===== src/rtl/core/itlt_pkg.sv =====
// shared types, constants and lookup tables for the interval training lap timer
// no dependencies

package itlt_pkg;

  typedef enum logic [1:0] {
    OpStart  = 2'd0,
    OpStop   = 2'd1,
    OpUpdate = 2'd2,
    OpTick   = 2'd3
  } op_e;

  // program codes
  localparam logic [2:0] Prog20x30   = 3'd0;
  localparam logic [2:0] Prog20x45   = 3'd1;
  localparam logic [2:0] Prog30x30   = 3'd2;
  localparam logic [2:0] Prog30x45   = 3'd3;
  localparam logic [2:0] ProgShuttle = 3'd4;

  // beep pattern loads
  localparam logic [2:0] BeepSingle = 3'd3;
  localparam logic [2:0] BeepDual   = 3'd5;
  localparam logic [2:0] BeepLong   = 3'd7;

  // lap lengths in tenths of a second and lap counts
  localparam logic [8:0] LapShort  = 9'd300;
  localparam logic [8:0] LapLong   = 9'd450;
  localparam logic [4:0] LapsFew   = 5'd20;
  localparam logic [4:0] LapsMany  = 5'd30;

  // shuttle test stages
  localparam int unsigned StageCount = 13;
  localparam int unsigned TableLen   = 13;
  localparam logic [5:0]  LastStage  = 6'(StageCount - 1);

  typedef struct packed {
    logic        run;
    logic [4:0]  lap_cnt;
    logic [8:0]  lap_period;
    logic [31:0] lap_start;
    logic [31:0] test_start;
    logic [2:0]  beep_cnt;
    logic        tone;
    logic        idle_ind;
    logic        run_ind;
  } state_t;

  // saturate a stage index to the last table entry
  function automatic logic [3:0] tbl_idx(input logic [4:0] i);
    tbl_idx = (i < 5'(TableLen)) ? i[3:0] : 4'(TableLen - 1);
  endfunction

  function automatic logic [8:0] stage_period(input logic [4:0] i);
    logic [3:0] k;
    k = tbl_idx(i);
    unique case (k)
      4'd0:    stage_period = 9'd90;
      4'd1:    stage_period = 9'd85;
      4'd2:    stage_period = 9'd80;
      4'd3:    stage_period = 9'd76;
      4'd4:    stage_period = 9'd72;
      4'd5:    stage_period = 9'd69;
      4'd6:    stage_period = 9'd65;
      4'd7:    stage_period = 9'd58;
      4'd8:    stage_period = 9'd55;
      4'd9:    stage_period = 9'd53;
      4'd10:   stage_period = 9'd51;
      4'd11:   stage_period = 9'd50;
      default: stage_period = 9'd48;
    endcase
  endfunction

  function automatic logic [13:0] stage_end(input logic [4:0] i);
    logic [3:0] k;
    k = tbl_idx(i);
    unique case (k)
      4'd0:    stage_end = 14'd1170;
      4'd1:    stage_end = 14'd1763;
      4'd2:    stage_end = 14'd2323;
      4'd3:    stage_end = 14'd2929;
      4'd4:    stage_end = 14'd3577;
      4'd5:    stage_end = 14'd4126;
      4'd6:    stage_end = 14'd4716;
      4'd7:    stage_end = 14'd5292;
      4'd8:    stage_end = 14'd5901;
      4'd9:    stage_end = 14'd6487;
      4'd10:   stage_end = 14'd7104;
      4'd11:   stage_end = 14'd7700;
      default: stage_end = 14'd8324;
    endcase
  endfunction

endpackage


===== src/rtl/core/itlt_if.sv =====
// valid/ready channel interfaces for the lap timer event and result items
// depends on itlt_pkg

interface itlt_in_if;
  logic             valid;
  logic             ready;
  itlt_pkg::op_e    operation;
  logic [31:0]      now_time;

  modport source (output valid, output operation, output now_time, input ready);
  modport sink   (input valid, input operation, input now_time, output ready);
endinterface

interface itlt_out_if;
  logic       valid;
  logic       ready;
  logic       running;
  logic [4:0] lap_value;
  logic       buzzer_on;
  logic       idle_led;
  logic       run_led;

  modport source (output valid, output running, output lap_value, output buzzer_on,
                  output idle_led, output run_led, input ready);
  modport sink   (input valid, input running, input lap_value, input buzzer_on,
                  input idle_led, input run_led, output ready);
endinterface


===== src/rtl/core/interval_training_lap_timer_unit.sv =====
// top level of the interval training lap timer: event register, state, result register
// depends on itlt_pkg, itlt_if and itlt_step

// Interval training lap timer. Each input item is one event (start, stop, time
// update, buzzer tick) with a time stamp in tenths of a second; each item gives
// exactly one result item holding the run flag, laps remaining (or the stage
// index in the shuttle program), buzzer tone and the two indicator LEDs as they
// stand after the event. The block takes one item per clock cycle while the output side
// keeps up: an accepted item sits in the event register, the state update and the result
// are formed from it combinationally and captured in the result register once that
// register is free or being drained; the result is then offered on the output side.
// The state update loop is combinational (one 32-bit add and compare for the lap end,
// one subtract and compare against the stage table). The output register holds
// a finished result while the event register keeps accepting, so a stalled
// consumer only stops input once both registers are full. The program register
// is written through cfg_we_i/cfg_wdata_i; codes above the shuttle program
// select the first fixed program. Write it only while no item is in flight.

module interval_training_lap_timer_unit (
  input  logic       clk_i,
  input  logic       rst_ni,
  input  logic       cfg_we_i,
  input  logic [2:0] cfg_wdata_i,
  itlt_in_if.sink    in_ch,
  itlt_out_if.source out_ch
);
  import itlt_pkg::*;

  // program selection register
  logic [2:0] prog_q;

  // event register
  logic        ev_valid_q;
  op_e         ev_op_q;
  logic [31:0] ev_time_q;

  // timer state
  state_t st_q;
  state_t st_d;

  // result register
  logic       out_valid_q;
  logic       res_run_q;
  logic [4:0] res_lap_q;
  logic       res_tone_q;
  logic       res_idle_q;
  logic       res_runled_q;

  logic advance;
  logic in_fire;

  // event moves on whenever the result register is free or being drained
  assign advance  = ev_valid_q && (!out_valid_q || out_ch.ready);
  assign in_ch.ready = !ev_valid_q || advance;
  assign in_fire  = in_ch.valid && in_ch.ready;

  always_ff @(posedge clk_i or negedge rst_ni) begin
    if (!rst_ni) begin
      prog_q <= Prog20x30;
    end else if (cfg_we_i) begin
      prog_q <= (cfg_wdata_i > ProgShuttle) ? Prog20x30 : cfg_wdata_i;
    end
  end

  // event stage
  always_ff @(posedge clk_i or negedge rst_ni) begin
    if (!rst_ni) begin
      ev_valid_q <= 1'b0;
    end else if (in_ch.ready) begin
      ev_valid_q <= in_ch.valid;
    end
  end

  always_ff @(posedge clk_i or negedge rst_ni) begin
    if (!rst_ni) begin
      ev_op_q   <= OpStart;
      ev_time_q <= '0;
    end else if (in_fire) begin
      ev_op_q   <= in_ch.operation;
      ev_time_q <= in_ch.now_time;
    end
  end

  itlt_step u_step (
    .st_i   (st_q),
    .prog_i (prog_q),
    .op_i   (ev_op_q),
    .time_i (ev_time_q),
    .st_o   (st_d)
  );

  // state commits in the same cycle the result is captured
  always_ff @(posedge clk_i or negedge rst_ni) begin
    if (!rst_ni) begin
      st_q <= '0;
    end else if (advance) begin
      st_q <= st_d;
    end
  end

  // result stage
  always_ff @(posedge clk_i or negedge rst_ni) begin
    if (!rst_ni) begin
      out_valid_q <= 1'b0;
    end else if (advance) begin
      out_valid_q <= 1'b1;
    end else if (out_ch.ready) begin
      out_valid_q <= 1'b0;
    end
  end

  always_ff @(posedge clk_i) begin
    if (advance) begin
      res_run_q    <= st_d.run;
      res_lap_q    <= st_d.lap_cnt;
      res_tone_q   <= st_d.tone;
      res_idle_q   <= st_d.idle_ind;
      res_runled_q <= st_d.run_ind;
    end
  end

  assign out_ch.valid     = out_valid_q;
  assign out_ch.running   = res_run_q;
  assign out_ch.lap_value = res_lap_q;
  assign out_ch.buzzer_on = res_tone_q;
  assign out_ch.idle_led  = res_idle_q;
  assign out_ch.run_led   = res_runled_q;

  // the two indicators never light together
  a_led_excl: assert property (@(posedge clk_i) disable iff (!rst_ni)
    !(st_q.idle_ind && st_q.run_ind))
    else $error("idle and run indicators both set");

  // run flag and run indicator move together
  a_run_led: assert property (@(posedge clk_i) disable iff (!rst_ni)
    st_q.run == st_q.run_ind)
    else $error("run flag and run indicator differ");

  // tone is off once the beep pattern has run out
  a_tone_off: assert property (@(posedge clk_i) disable iff (!rst_ni)
    (st_q.beep_cnt == 3'd0) |-> !st_q.tone)
    else $error("tone on with empty beep count");

  // a held event keeps its payload until it moves on
  a_ev_hold: assert property (@(posedge clk_i) disable iff (!rst_ni)
    (ev_valid_q && !advance) |=> (ev_valid_q && $stable(ev_op_q) && $stable(ev_time_q)))
    else $error("stalled event changed");

  // state only changes when an event is committed
  a_state_hold: assert property (@(posedge clk_i) disable iff (!rst_ni)
    !advance |=> $stable(st_q))
    else $error("state changed without an event");

endmodule


===== src/rtl/core/itlt_step.sv =====
// next-state logic of the lap timer for one event item
// depends on itlt_pkg

module itlt_step (
  input  itlt_pkg::state_t st_i,
  input  logic [2:0]       prog_i,
  input  itlt_pkg::op_e    op_i,
  input  logic [31:0]      time_i,
  output itlt_pkg::state_t st_o
);
  import itlt_pkg::*;

  function automatic state_t do_stop(input state_t s);
    state_t r;
    r          = s;
    r.beep_cnt = BeepLong;
    r.tone     = 1'b1;
    r.idle_ind = 1'b1;
    r.run_ind  = 1'b0;
    r.run      = 1'b0;
    return r;
  endfunction

  logic [31:0] lap_end;
  logic        lap_done;
  logic [31:0] elapsed;
  logic        stage_done;
  logic [5:0]  next_stage;
  logic [4:0]  lap_dec;
  logic [2:0]  beep_dec;

  assign lap_end    = st_i.lap_start + {23'd0, st_i.lap_period};
  assign lap_done   = time_i > lap_end;
  assign elapsed    = time_i - st_i.test_start;
  assign stage_done = elapsed > {18'd0, stage_end(st_i.lap_cnt)};
  assign next_stage = {1'b0, st_i.lap_cnt} + 6'd1;
  assign lap_dec    = st_i.lap_cnt - 5'd1;
  assign beep_dec   = (st_i.beep_cnt == 3'd7) ? 3'd1 : st_i.beep_cnt - 3'd1;

  always_comb begin
    st_o = st_i;
    unique case (op_i)
      OpStart: begin
        st_o.beep_cnt  = BeepLong;
        st_o.tone      = 1'b1;
        st_o.run       = 1'b1;
        st_o.lap_start = time_i;
        st_o.run_ind   = 1'b1;
        st_o.idle_ind  = 1'b0;
        unique case (prog_i)
          Prog20x45: begin
            st_o.lap_cnt    = LapsFew;
            st_o.lap_period = LapLong;
          end
          Prog30x30: begin
            st_o.lap_cnt    = LapsMany;
            st_o.lap_period = LapShort;
          end
          Prog30x45: begin
            st_o.lap_cnt    = LapsMany;
            st_o.lap_period = LapLong;
          end
          ProgShuttle: begin
            st_o.lap_cnt    = 5'd0;
            st_o.lap_period = stage_period(5'd0);
            st_o.test_start = time_i;
          end
          default: begin
            st_o.lap_cnt    = LapsFew;
            st_o.lap_period = LapShort;
          end
        endcase
      end
      OpStop: st_o = do_stop(st_i);
      OpUpdate: begin
        if (st_i.run && lap_done) begin
          st_o.lap_start = lap_end;
          if (prog_i == ProgShuttle) begin
            if (stage_done) begin
              if (next_stage > LastStage) begin
                st_o = do_stop(st_o);
              end else begin
                st_o.lap_cnt    = next_stage[4:0];
                st_o.lap_period = stage_period(next_stage[4:0]);
                st_o.beep_cnt   = BeepDual;
                st_o.tone       = 1'b1;
              end
            end else begin
              st_o.beep_cnt = BeepSingle;
              st_o.tone     = 1'b1;
            end
          end else begin
            st_o.lap_cnt = lap_dec;
            if (lap_dec == 5'd0) begin
              st_o = do_stop(st_o);
            end else begin
              st_o.beep_cnt = lap_dec[0] ? BeepSingle : BeepDual;
              st_o.tone     = 1'b1;
            end
          end
        end
      end
      default: begin
        // buzzer tick
        if (st_i.beep_cnt != 3'd0) begin
          st_o.beep_cnt = beep_dec;
          st_o.tone     = beep_dec[0];
        end
      end
    endcase
  end

endmodule


===== src/flat_wrapper.sv =====
// flat-port wrapper written by rule: the top's interface ports become plain ports
module interval_training_lap_timer_unit_flat import itlt_pkg::*;
  (clk_i, rst_ni, cfg_we_i, cfg_wdata_i, in_ch_valid, in_ch_operation, in_ch_now_time, in_ch_ready, out_ch_valid, out_ch_running, out_ch_lap_value, out_ch_buzzer_on, out_ch_idle_led, out_ch_run_led, out_ch_ready);
  itlt_in_if in_ch_i ();
  itlt_out_if out_ch_i ();
  input  logic clk_i;
  input  logic rst_ni;
  input  logic cfg_we_i;
  input  logic [2:0] cfg_wdata_i;
  input wire logic [$bits(in_ch_i.valid)-1:0] in_ch_valid;
  input wire logic [$bits(in_ch_i.operation)-1:0] in_ch_operation;
  input wire logic [$bits(in_ch_i.now_time)-1:0] in_ch_now_time;
  output wire logic [$bits(in_ch_i.ready)-1:0] in_ch_ready;
  output wire logic [$bits(out_ch_i.valid)-1:0] out_ch_valid;
  output wire logic [$bits(out_ch_i.running)-1:0] out_ch_running;
  output wire logic [$bits(out_ch_i.lap_value)-1:0] out_ch_lap_value;
  output wire logic [$bits(out_ch_i.buzzer_on)-1:0] out_ch_buzzer_on;
  output wire logic [$bits(out_ch_i.idle_led)-1:0] out_ch_idle_led;
  output wire logic [$bits(out_ch_i.run_led)-1:0] out_ch_run_led;
  input wire logic [$bits(out_ch_i.ready)-1:0] out_ch_ready;
  assign in_ch_i.valid = in_ch_valid;
  assign in_ch_i.operation = in_ch_operation;
  assign in_ch_i.now_time = in_ch_now_time;
  assign in_ch_ready = in_ch_i.ready;
  assign out_ch_valid = out_ch_i.valid;
  assign out_ch_running = out_ch_i.running;
  assign out_ch_lap_value = out_ch_i.lap_value;
  assign out_ch_buzzer_on = out_ch_i.buzzer_on;
  assign out_ch_idle_led = out_ch_i.idle_led;
  assign out_ch_run_led = out_ch_i.run_led;
  assign out_ch_i.ready = out_ch_ready;
  interval_training_lap_timer_unit u_core (.clk_i(clk_i), .rst_ni(rst_ni), .cfg_we_i(cfg_we_i), .cfg_wdata_i(cfg_wdata_i), .in_ch(in_ch_i), .out_ch(out_ch_i));
endmodule

===== config.mk =====
export PLATFORM = sky130hd
export DESIGN_NAME = interval_training_lap_timer_unit_flat
export DESIGN_NICKNAME = d
export VERILOG_FILES = /design/src/rtl/core/itlt_pkg.sv /design/src/rtl/core/itlt_if.sv /design/src/rtl/core/interval_training_lap_timer_unit.sv /design/src/rtl/core/itlt_step.sv /design/src/flat_wrapper.sv
export SDC_FILE = /design/constraint.sdc
export NUM_CORES = 1
export LEC_CHECK = 0
export BUFFER_PORTS_ARGS = -buffer_cell sky130_fd_sc_hd__buf_2
export CAP_MARGIN = 25
export CORE_UTILIZATION = 30
export DETAILED_ROUTE_END_ITERATION = 10
export PLACE_DENSITY = 0.49
export SLEW_MARGIN = 20
export SYNTH_ARGS = -nofsm -noshare
export SYNTH_HDL_FRONTEND = slang
export SYNTH_SLANG_ARGS = --single-unit

===== constraint.sdc =====
create_clock -name clk_i -period 6.95 [get_ports clk_i]
set_input_delay 0.3475 -clock clk_i [delete_from_list [all_inputs] [get_ports clk_i]]
set_output_delay 0.3475 -clock clk_i [all_outputs]
set_load 0.01 [all_outputs]

==> run summary <==
The Yosys warning count is 0. Sequential elements use 32.0% of the synthesized area. Of the available clock period, the critical path in the final layout requires 87.1%. The number of detailed-routing iterations run before antenna repair is 5.

The via count of the first global-routing pass came out at 8,643. The count of buffers from port buffering is 52. The end of the worst register-to-register path is u_core.st_q[72]. Across all hold checks on the routed design, the worst slack comes to 0.134 ns. Along the worst path, the maximum fanout reaches 14. Detailed routing inserted a total of 8,983 vias.

The peak ir drop on the vdd network came out at 0.210 mV. The site row count came out at 68. In the post-route analysis, the smallest setup slack over all paths is 0.897 ns. After routing, the total negative slack on setup checks comes to 0 ns. The run finished with clean final reports. Measured in cells, the most critical reg-to-reg path has a length of 22. The final period demand of the worst path came out at 6.05 ns. Based on the critical path, the design can be clocked at up to 165 MHz. Setup repair after global routing left no endpoint under its margin. The critical path is of the reg2reg type. The max capacitance violation total came out at 0. The clock tree from TritonCTS is done.

The count of final max-slew check failures came out at 0. The delay contributed by the slowest stage of the critical path is 0.53 ns. The worst-case clock buffer depth is 2. The global-route track usage on met3 is 2.38%.

The top cell type by area accounts for 29.4% of the synthesized area. Global routing consumed, over all layers together, 17.1% of the routing resources. At the end of routability-driven placement, the weighted congestion stood at 0.854. The cell at the root of the clock tree is clkbuf_16. The final worst clock skew came out at 0.0151 ns. The layout-stage area growth over the synthesis result came out at 12.5%. Summed over all instances, the cell type with the most area after synthesis is dfrtp_1. The clock sink count came out at 133.

The mapped netlist covers 0.0106 mm^2. At the pin with the least slew margin, the transition time is 0.909 ns. The number of endpoints failing setup at the final stage is 0.

In this run the most critical hold path is launched from in_ch_now_time[15]. The maximum number of pins on one net before global-route repair is 80. The setup slack after placement came out at 0.927 ns. The number of hold-slack violations in the final timing report is 0.

Synthesis produced a netlist with a net count of 1,349. In the synthesized netlist the dominant register cell turns out to be dfrtp_1. The cell that appears most often on the critical path is a21oi_1. The required time reported for the critical path endpoint is 7.27 ns. Data arrives at the worst endpoint at 6.37 ns.

The number of stages on the worst hold path is 2. The register clock-pin slew on the reported worst setup and hold paths is 0.06 ns. The wire length per cell came out at 17.6 um.

The H-tree was split into 4 levels. Clock tree synthesis inserted a total of 17 buffers. The number of distinct standard cells referenced by the synthesized netlist came out at 81. The detailed router finished its first iteration with 641 violations. The relative max-transition margin came out at 39.3%. The wire length of the first global-routing pass came out at 48,100 um.

The static leakage came out at 5.06 nW. The share of final-layout standard cells stronger than drive strength 1 is 14.7%. The number of primary I/O pins came out at 53.

The slowest stage of the critical path belongs to the cell o21ai_1. The count of nets left with antenna violations after detail routing came out at 0. Post-CTS repair changed the size of 0 cells. The region available for standard cell placement spans 0.0345 mm^2. The synthesized area divided by synthesized cell count is 8.79 um^2. The setup slack of the most critical reg-to-reg path came out at 0.90 ns. The total wire length after detailed routing is 29,900 um. The number of nets in the layout came out at 1,376. The most common cell in the synthesized netlist is dfrtp_1. The initial antenna violation count came out at 0. The synthesized instance count is 1,201. The die footprint came out at 0.0359 mm^2.

The worst setup path is launched from a flop. For hold timing, the worst endpoint is u_core.ev_time_q[15]. The half-perimeter wire length after placement came out at 22,600 um.

The post-detailed-route DRC marker count came out at 0. The met1 track demand over resource in global routing is 24.1%. The worst setup path is captured at a flop. 0 antenna diodes ended up in the layout.

The number of flops mapped to enable cells by yosys is 9. In this run the worst hold path is classified as in2reg. The initial core utilization came out at 30.6%. Sorting the synthesized cells by area gives the leading types as dfrtp_1 29%, ha_1 12%, mux2_2 7.1%. In the synthesized netlist, the cells that appear most often are 124 x dfrtp_1, 104 x ha_1, 103 x nand2_1. The floorplan step set the die width to 190 um. The most utilized layer in the global route result is met2. For this run, global-route usage on met2 was measured as 27.2%. In the synthesized netlist the async set-or-reset flop fraction comes to 93.2%. Measured along the y axis, the die boundary spans 190 um.

The critical path goes through ha_1, inv_1, fa_1, nor2b_1, o21ai_0, a21oi_1, o21ai_0, a21oi_1, o21bai_1, a21oi_1, and3_1, and3_1, xnor2_1, ha_1, or3_1, o2111ai_1, o211ai_1, o21ai_1, a21oi_1, and2_0, o21ai_4, mux2_2. The clock reaches the later pin of the worst-skew pair after 0.44 ns. The total overflow left after global routing is 0. In this run the critical register-to-register path is launched from u_core.st_q[38]. The count of state elements after synthesis came out at 133. The vias per cell came out at 5.30. The power per cell area is 385 mW/mm^2.
==> state kept, by name, indices dropped and copies added (netlist names), 2 cells and up <==
| signal | count |
|---|---|
| u_core.st_q | 85 |
| u_core.ev_time_q | 32 |
| u_core.out_ch.lap_value | 5 |
| u_core.prog_q | 3 |
| u_core.ev_op_q | 2 |
==> per-layer routing <==
metal  wire length [um]  up-vias
met3                816       29
li1                   -     4419
met2              13700      157
met1              14900     4378
met5                  0        -
met4                415        0
==> layout by cell type, fill, tap and decap left out, drive strengths merged, types with 7 or more instances in the layout <==
cell type / instances
nand3: 35
nand4: 31
a21o: 18
and2: 7
o211ai: 16
mux2: 67
nor4: 7
o21ai: 91
clkbuf: 18
o21bai: 9
mux2i: 9
nand2b: 19
inv: 82
xnor2: 35
nor3: 21
dfrtp: 124
buf: 65
nor2: 86
and3: 13
nand2: 103
o21a: 16
a31oi: 10
nor2b: 7
xor2: 17
a211oi: 15
ha: 104
a22oi: 8
edfxtp: 9
a2bb2oi: 7
a21oi: 93
==> worst max path at each step <==
stage	slack, ns	endpoint	startpoint	cells past startpoint
after floorplan	1.81	u_core.st_q[12]	u_core.st_q[38]	24
after global placement	1.14	u_core.st_q[74]	u_core.st_q[70]	22
after detailed placement	0.93	u_core.st_q[74]	u_core.st_q[38]	22
after CTS	0.89	u_core.st_q[74]	u_core.st_q[38]	22
after global routing	0.47	u_core.st_q[74]	u_core.st_q[38]	22
final	0.90	u_core.st_q[72]	u_core.st_q[38]	22
==> report_power, final <==
| group | leakage, nW | switching [mW] | internal, mW |
|---|---|---|---|
| clock | 0.305 | 0.392 | 0.577 |
| combinational | 3.12 | 1.41 | 0.964 |
| sequential | 1.64 | 0.224 | 1.00 |
| total | 5.06 | 2.03 | 2.54 |
==> cell type report <==
type / instances / area, um^2
sequential: 133 / 3370
clock buffer: 18 / 429
fill: 3665 / 22700
timing repair buffer: 66 / 374
multi-input combinational: 933 / 6650
inverter: 77 / 289
tap: 455 / 569
clock inverter: 14 / 194
==> worst max-delay path, delay by kind of cell, from the launching register on <==
family,cells,cell delay (ns)
AO/OA/AOI/OAI,11,2.60
XOR/XNOR,1,0.14
adder cells (fa/ha/maj),3,0.85
buffers and inverters,1,0.06
flip-flops,1,0.35
multiplexers,1,0.37
AND/OR/NAND/NOR,5,1.54
==> what timing repair did <==
| item | CTS | global route |
|---|---|---|
| hold buffers | 1 | 0 |
| setup buffers | 0 | 0 |
| hold endpoints to repair | 63 | 0 |
==> per-stage QoR <==
step / instance area (um^2) / utilization, % / power [mW] / cells
after CTS: 11900 / 34.4 / 4.60 / 1696
after floorplan: 10600 / - / 2.98 / 1201
after detailed placement: 11200 / 32.5 / 3.59 / 1663
after global routing: 11900 / 34.4 / 4.97 / 1696
after global placement: 11200 / 32.5 / 3.58 / 1663
final: 11900 / 34.4 / 4.57 / 1696
==> kinds of logic after synthesis <==
kind of cell               synth area share [%]
and+or+nand+nor                            16.3
AOI/OAI and AO/OA                          21.6
buffers and inverters                      5.07
DFF                                        32.0
adders and majority gates                  12.7
muxes                                      8.00
xor gates and xnor gates                   4.31
No activity file was read; power rests on OpenSTA's default activity.
